## src/rtl/pulse_tachometer_rpm_average_defines.svh

```systemverilog
// Assertion macros used by the top-level asserting file.
`ifndef PULSE_TACHOMETER_RPM_AVERAGE_DEFINES_SVH
`define PULSE_TACHOMETER_RPM_AVERAGE_DEFINES_SVH

// Same-cycle implication, checked out of reset.
`define PTRA_ASSERT_NOW(lbl, ante, cons) \
  lbl: assert property (@(posedge clk) disable iff (rst) (ante) |-> (cons)) \
    else $error("implication failed");

// Next-cycle implication, checked out of reset.
`define PTRA_ASSERT_NEXT(lbl, ante, cons) \
  lbl: assert property (@(posedge clk) disable iff (rst) (ante) |=> (cons)) \
    else $error("next-cycle implication failed");

`endif

```

## src/rtl/pta_pkg.sv

```systemverilog
package pta_pkg;

  localparam int unsigned FIELD_W  = 16;
  localparam int unsigned COUNT_W  = 8;
  localparam int unsigned ACC_W    = 40;
  localparam int unsigned DIV_STEPS = ACC_W;
  localparam int unsigned STEP_W   = $clog2(DIV_STEPS);

  localparam logic [FIELD_W-1:0] RPM_SCALE_RESET = 16'd3750;  // 60000 / 16
  localparam logic [COUNT_W-1:0] AVG_COUNT_RESET = 8'd8;
  localparam logic [FIELD_W-1:0] RPM_SAT         = 16'hFFFF;

  typedef enum logic {
    CFG_RPM_SCALE = 1'b0,
    CFG_AVG_COUNT = 1'b1
  } cfg_index_t;

  typedef enum logic [3:0] {
    S_IDLE = 4'b0001,
    S_MUL  = 4'b0010,
    S_DIV  = 4'b0100,
    S_FIN  = 4'b1000
  } state_t;

  typedef struct packed {
    logic capture;  // latch the input beat
    logic load;     // load the divider
    logic step;     // one restoring-division step
    logic commit;   // update state / emit result
  } cmd_t;

  typedef struct packed {
    logic emit;      // this window emits an average
    logic out_free;  // output register can take a result
  } sts_t;

endpackage

```

## src/rtl/pulse_tachometer_rpm_average.sv

```systemverilog
// Tachometer speed averager. Each input beat is one finished measurement
// window (pulse_count, window_ms). A sample speed pulse_count * rpm_scale /
// window_ms is formed; the first averaging_count samples are summed, and the
// window after that emits the sum / averaging_count (saturated at 65535)
// while its own sample is dropped, then the sum restarts. A zero-length
// window adds 0 and raises zero_window_seen on the next emitted average.
// Each beat passes through capture, multiply, the shared radix-2 restoring
// divider (40-bit dividend, one quotient bit per cycle) and commit before
// the next beat can be taken. The divider forms the sample speed on
// accumulating windows and the average on emitting ones. An emitting window
// waits in commit only while an earlier result still sits unread in the
// output register. Config (rpm_scale at index 0, averaging_count at index 1)
// is written through cfg_write/cfg_index/cfg_data by the user only while the
// block is idle; the block itself does not enforce this.
`include "pulse_tachometer_rpm_average_defines.svh"

module pulse_tachometer_rpm_average
  import pta_pkg::*;
(
  input  logic               clk,
  input  logic               rst,
  // configuration
  input  logic               cfg_write,
  input  logic               cfg_index,
  input  logic [FIELD_W-1:0] cfg_data,
  // input beats
  input  logic               in_valid,
  output logic               in_ready,
  input  logic [FIELD_W-1:0] pulse_count,
  input  logic [FIELD_W-1:0] window_ms,
  // result beats
  output logic               out_valid,
  input  logic               out_ready,
  output logic [FIELD_W-1:0] average_rpm,
  output logic               zero_window_seen
);

  cmd_t cmd;
  sts_t sts;

  // sequencer: idle / multiply / divide / commit
  pta_ctrl u_ctrl (
    .clk      (clk),
    .rst      (rst),
    .in_valid (in_valid),
    .in_ready (in_ready),
    .sts      (sts),
    .cmd      (cmd)
  );

  // config registers, running sum, multiplier, divider, output register
  pta_datapath u_datapath (
    .clk              (clk),
    .rst              (rst),
    .cfg_write        (cfg_write),
    .cfg_index        (cfg_index),
    .cfg_data         (cfg_data),
    .pulse_count      (pulse_count),
    .window_ms        (window_ms),
    .out_valid        (out_valid),
    .out_ready        (out_ready),
    .average_rpm      (average_rpm),
    .zero_window_seen (zero_window_seen),
    .cmd              (cmd),
    .sts              (sts)
  );

  // one beat in flight at a time
  `PTRA_ASSERT_NEXT(a_one_in_flight, in_valid && in_ready, !in_ready)
  // an emitting commit always presents a result next cycle
  `PTRA_ASSERT_NEXT(a_emit_shows, cmd.commit && sts.emit, out_valid)
  // commit never overwrites an unread result
  `PTRA_ASSERT_NOW(a_no_overwrite, cmd.commit && sts.emit, !out_valid || out_ready)

endmodule

```

## src/rtl/pta_ctrl.sv

```systemverilog
module pta_ctrl
  import pta_pkg::*;
(
  input  logic clk,
  input  logic rst,
  input  logic in_valid,
  output logic in_ready,
  input  sts_t sts,
  output cmd_t cmd
);

  state_t            state, state_next;
  logic [STEP_W-1:0] step_cnt;

  assign in_ready    = (state == S_IDLE);
  assign cmd.capture = in_valid && in_ready;
  assign cmd.load    = (state == S_MUL);
  assign cmd.step    = (state == S_DIV);
  assign cmd.commit  = (state == S_FIN) && (!sts.emit || sts.out_free);

  always_comb begin
    state_next = state;
    unique case (state)
      S_IDLE: if (in_valid) state_next = S_MUL;
      S_MUL:  state_next = S_DIV;
      S_DIV:  if (step_cnt == STEP_W'(DIV_STEPS - 1)) state_next = S_FIN;
      S_FIN:  if (cmd.commit) state_next = S_IDLE;
      default: state_next = S_IDLE;
    endcase
  end

  always_ff @(posedge clk) begin
    if (rst) begin
      state    <= S_IDLE;
      step_cnt <= '0;
    end else begin
      state <= state_next;
      if (cmd.load) begin
        step_cnt <= '0;
      end else if (cmd.step) begin
        step_cnt <= step_cnt + STEP_W'(1);
      end
    end
  end

endmodule

```

## src/rtl/pta_datapath.sv

```systemverilog
module pta_datapath
  import pta_pkg::*;
(
  input  logic               clk,
  input  logic               rst,
  input  logic               cfg_write,
  input  logic               cfg_index,
  input  logic [FIELD_W-1:0] cfg_data,
  input  logic [FIELD_W-1:0] pulse_count,
  input  logic [FIELD_W-1:0] window_ms,
  output logic               out_valid,
  input  logic               out_ready,
  output logic [FIELD_W-1:0] average_rpm,
  output logic               zero_window_seen,
  input  cmd_t               cmd,
  output sts_t               sts
);

  logic [FIELD_W-1:0]   rpm_scale;
  logic [COUNT_W-1:0]   averaging_count;
  logic [COUNT_W-1:0]   sample_counter;
  logic [ACC_W-1:0]     speed_accumulator;
  logic                 zero_window_flag;

  logic [FIELD_W-1:0]   pulse_r, window_r;
  logic                 zero_r, emit_r;

  logic [ACC_W-1:0]     dvd;   // dividend, shifts into quotient
  logic [FIELD_W-1:0]   dvs;
  logic [FIELD_W-1:0]   rem;

  logic [2*FIELD_W-1:0] product;
  logic [COUNT_W-1:0]   avg_div;
  logic [FIELD_W:0]     rem_ext;
  logic                 rem_ge;
  logic [FIELD_W:0]     rem_sub;

  assign product = pulse_r * rpm_scale;
  assign avg_div = (averaging_count == '0) ? COUNT_W'(1) : averaging_count;
  assign rem_ext = {rem, dvd[ACC_W-1]};
  assign rem_ge  = (rem_ext >= {1'b0, dvs});
  assign rem_sub = rem_ext - {1'b0, dvs};

  assign sts.emit     = emit_r;
  assign sts.out_free = !out_valid || out_ready;

  // config port
  always_ff @(posedge clk) begin
    if (rst) begin
      rpm_scale       <= RPM_SCALE_RESET;
      averaging_count <= AVG_COUNT_RESET;
    end else if (cfg_write) begin
      unique case (cfg_index_t'(cfg_index))
        CFG_RPM_SCALE: rpm_scale       <= cfg_data;
        CFG_AVG_COUNT: averaging_count <= cfg_data[COUNT_W-1:0];
        default: ;
      endcase
    end
  end

  // input capture and divider
  always_ff @(posedge clk) begin
    if (cmd.capture) begin
      pulse_r  <= pulse_count;
      window_r <= window_ms;
      zero_r   <= (window_ms == '0);
      emit_r   <= !(sample_counter < averaging_count);
    end
    if (cmd.load) begin
      rem <= '0;
      if (emit_r) begin
        dvd <= speed_accumulator;
        dvs <= FIELD_W'(avg_div);
      end else begin
        dvd <= ACC_W'(product);
        dvs <= window_r;
      end
    end else if (cmd.step) begin
      rem <= rem_ge ? rem_sub[FIELD_W-1:0] : rem_ext[FIELD_W-1:0];
      dvd <= {dvd[ACC_W-2:0], rem_ge};
    end
  end

  // running state and output register
  always_ff @(posedge clk) begin
    if (rst) begin
      sample_counter    <= '0;
      speed_accumulator <= '0;
      zero_window_flag  <= 1'b0;
      out_valid         <= 1'b0;
    end else begin
      if (cmd.commit && emit_r) begin
        out_valid <= 1'b1;
      end else if (out_ready) begin
        out_valid <= 1'b0;
      end
      if (cmd.commit) begin
        if (emit_r) begin
          sample_counter    <= '0;
          speed_accumulator <= '0;
          zero_window_flag  <= 1'b0;
        end else begin
          sample_counter    <= sample_counter + COUNT_W'(1);
          speed_accumulator <= speed_accumulator + (zero_r ? ACC_W'(0) : dvd);
          zero_window_flag  <= zero_window_flag | zero_r;
        end
      end
    end
  end

  always_ff @(posedge clk) begin
    if (cmd.commit && emit_r) begin
      average_rpm      <= (|dvd[ACC_W-1:FIELD_W]) ? RPM_SAT : dvd[FIELD_W-1:0];
      zero_window_seen <= zero_window_flag | zero_r;
    end
  end

endmodule
```

## config.mk

```make
export PLATFORM = sky130hd
export DESIGN_NAME = pulse_tachometer_rpm_average
export DESIGN_NICKNAME = d
export VERILOG_FILES = /design/src/rtl/pta_pkg.sv /design/src/rtl/pulse_tachometer_rpm_average.sv /design/src/rtl/pta_ctrl.sv /design/src/rtl/pta_datapath.sv
export VERILOG_INCLUDE_DIRS = /design/src /design/src/rtl
export SDC_FILE = /design/constraint.sdc
export NUM_CORES = 1
export LEC_CHECK = 0
export BUFFER_PORTS_ARGS = -buffer_cell sky130_fd_sc_hd__buf_2
export CAP_MARGIN = 10
export CORE_AREA = 2 2 203 225
export DETAILED_ROUTE_END_ITERATION = 6
export DIE_AREA = 0 0 205 227
export GPL_TIMING_DRIVEN = 0
export SLEW_MARGIN = 20
export SYNTH_ARGS = -nofsm -noshare
export SYNTH_HDL_FRONTEND = slang
export SYNTH_SLANG_ARGS = --single-unit
```

## constraint.sdc

```tcl
create_clock -name clk -period 7.2 [get_ports clk]
set_clock_uncertainty 0.2 [all_clocks]
set_input_delay 0.72 -clock clk [delete_from_list [all_inputs] [get_ports clk]]
set_output_delay 0.72 -clock clk [all_outputs]
set_load 0.02 [all_outputs]
```

==> flow_summary.yaml <==
pwr:
  finalPower_mw: 8.39
  cell_internal_pwr_mw: 4.38
  max-vdd-ir-drop_uv: 368
  p_sw_mw: 4.01
  combPwrFrac: 0.675
  power_leakage_nw: 10.2
  pwr-share-seq: 0.158
  clkPwrFrac: 0.168
  powerDensity_nw_per_um2: 379
  p_sw_frac: 0.478
layout:
  layout-drive-gt1-share: 0.102
  final.fill_count: 4217
  syn2layout_area_growth_pct: 12.2
  multi_input_area_um2: 13200
  diodes: 0
  finish.net_count: 2698
  register_area_um2: 5240
clocking:
  tritoncts: "done"
  ctsHoldBuffers: 0
  path_clk_slew_ns: 0.06
  clkSinkCount: 207
  cts_buffers: 26
  clk_latency_ns: 0.57
  cts-root-buf: "clkbuf_16"
  htree_num_levels: 1
  cts_max_path_buffers: 3
critical_path:
  crit_path_start: "u_datapath.pulse_r[5]"
  cp_common_cell: "fa_1"
  cp_max_fo: 10
  critPathKind: "flip-flop to flip-flop"
  arrival_ns: 7.02
  worst_setup_path_end_kind: "flip-flop"
  rr_startpoint: "u_datapath.pulse_r[5]"
  critical_path.cell_chain: "buf_4 > and2_1 > fa_1 > fa_1 > fa_1 > fa_1 > fa_1 > inv_1 > fa_1 > inv_1 > ha_1 > a21oi_1 > o21ai_0 > a221oi_2 > o211ai_1 > o41ai_2 > xor2_1 > nor2_1 > a21oi_1 > o21ai_0"
  cp-start-kind: "flip-flop"
  worstPathRequired_ns: 7.28
  cp_slowest_cell: "fa_1"
  path_delay_family: "adder cells"
  crit_buf_inv: 3
  slowest_delay_ns: 0.54
synth:
  syn_area_um2: 19700
  synth.area.top_cells: "fa_1 (20%), edfxtp_1 (16%), ha_1 (11%)"
  synth_cell_types: 78
  netlist_instances: 2163
  yosys_warnings: 0
  syn-num-nets: 2581
  ys.flop_type: "edfxtp_1"
  synthTopCellsByCount: "nand2_1 (294), inv_1 (270), fa_1 (196)"
  synth-seq-area-share: 0.264
  synth_edf_count: 107
  synth_top_cell_area_share: 0.199
  yosysTopAreaCell: "fa_1"
  avgSynthCellArea_um2: 9.13
  ys_seq_elements: 207
  async_flop_share: 0
  synthMostInstantiatedCell: "nand2_1"
route:
  vias: 15600
  routedWlPerCell_um: 18.8
  drc_errors: 0
  viasPerCell: 5.43
  finalWirelength_mm: 54.2
  antenna_left: 0
  dr.pass1.iters: 6
  dr.first_iter.drc_count: 1154
min_path:
  worstHoldPathType: "primary input to flip-flop"
  hold_start: "pulse_count[14]"
floorplan:
  die_y_um: 227
  start_util: 0.447
  fp.coreArea_um2: 44200
  ios: 73
  dieWidth_um: 205
  die_area_um2: 46500
  row_count: 81
status:
  outcome: "complete, no violations"
sta:
  period_share: 0.964
  slew_violations: 0
  setup-violations-final: 0
  setup_ws_ns: 0.256
  tns_ns: 0
  finalHoldViolations: 0
  hold_ws_ns: 0.121
  worst_slew_margin_rel: 0.360
  worst_pin_slew_ns: 0.961
  max_freq_mhz: 144
  fin_crit_ns: 6.94
run:
  max_cap_viol_count: 0
placed_design:
  gp_congestion: 0.926
  port_buffers: 71
  place_ws_ns: -0.588
  dp_hpwl_mm: 43.0
grt:
  grt_max_degree: 35
  grt_pass1_vias: 15500
  grt_pass1_wl_mm: 85.9
  grt-ovfl-total: 0
  antenna_found_initial: 0
  grtUsageTotal: 0.237
-- state kept, by name, indices dropped and copies added (netlist names), 4 cells and up --
name	count
u_datapath.averaging_count	8
u_datapath.pulse_r	16
u_datapath.sample_counter	8
u_datapath.window_r	16
u_ctrl.state	4
u_datapath.rem	16
u_datapath.dvd	40
u_datapath.rpm_scale	16
u_ctrl.step_cnt	6
u_datapath.speed_accumulator	40
u_datapath.dvs	16
u_datapath.average_rpm	16
-- cells in the final DEF (no fill, tap or decap), types with 17 or more instances in the layout --
cell type  Yosys  layout
a21o_1        37      37
a21oi_1      109     108
a22o_1        22      22
a22oi_1       18      18
and2_1       121     121
buf_2          6      80
buf_4          0      25
clkbuf_1      86      54
clkbuf_16      0      28
dfxtp_1      100      85
edfxtp_1     107     107
fa_1         196     196
ha_1         168     165
inv_1        270     268
mux2i_1       25      24
nand2_1      294     294
nand3_1       39      39
nor2_1       102     102
nor2b_1       59      59
nor3_1        18      17
o21ai_0       65      63
o21ai_1       26      28
or3_1         19      19
xnor2_1       42      41
xor2_1        36      36
-- per-layer routing --
layer	GRT usage	routed length, um	vias to the layer above
li1	-	-	7462
met1	0.313	23600	7674
met2	0.404	25900	415
met3	0.0285	2670	96
met4	0.0833	2000	0
met5	0	0	-
-- cell families after synthesis --
group                    count (synthesis)  share of synthesized area
AND/OR/NAND/NOR                        743                      0.185
AO/OA/AOI/OAI                          372                      0.125
buffers and inverters                  367                     0.0701
adder cells (fa/ha/maj)                364                      0.305
flip-flops                             207                      0.264
XOR/XNOR                                78                     0.0346
multiplexers                            32                     0.0167
-- area by class of cell --
class,count,area share
Sequential cell,207,0.237
Clock inverter,15,0.00836
Tap cell,581,0.0328
Inverter,270,0.0458
Timing Repair Buffer,97,0.0267
Clock buffer,33,0.0334
Buffer,89,0.0199
Multi-Input combinational cell,1589,0.596
-- path summary, 6_finish.rpt --
check / to / slack (ns) / depth (start not counted)
min: u_datapath.pulse_r[14] / 0.12 / 1
max: u_datapath.dvd[28] / 0.26 / 20
max reg2reg: u_datapath.dvd[28] / 0.26 / 20
min reg2reg: u_datapath.rem[8] / 0.27 / 2
-- power by group through the flow --
stage                     Sequential, mW  Combinational [mW]  Clock, mW
after floorplan                     1.32                4.10          0
after global placement              1.35                5.37          0
after detailed placement            1.35                5.43          0
after CTS                           1.33                5.50       1.43
after global routing                1.33                6.50       1.48
final                               1.32                5.66       1.41
-- metrics by stage --
stage               area, um^2  utilization  std cells
CTS                      21900        0.495       2863
global route             22100        0.501       2881
floorplan                19700            -       2163
finish                   22100        0.501       2881
global placement         20800        0.471       2815
detailed placement       20900        0.472       2817
-- timing repair --
item / CTS / global route
setup endpoints to repair: 6 / 7
hold endpoints to repair: 0 / 0
buffers inserted: 2 / 22
pin swaps: 0 / 8
gates resized for setup: 42 / 67
No activity file was read; power rests on OpenSTA's default activity.
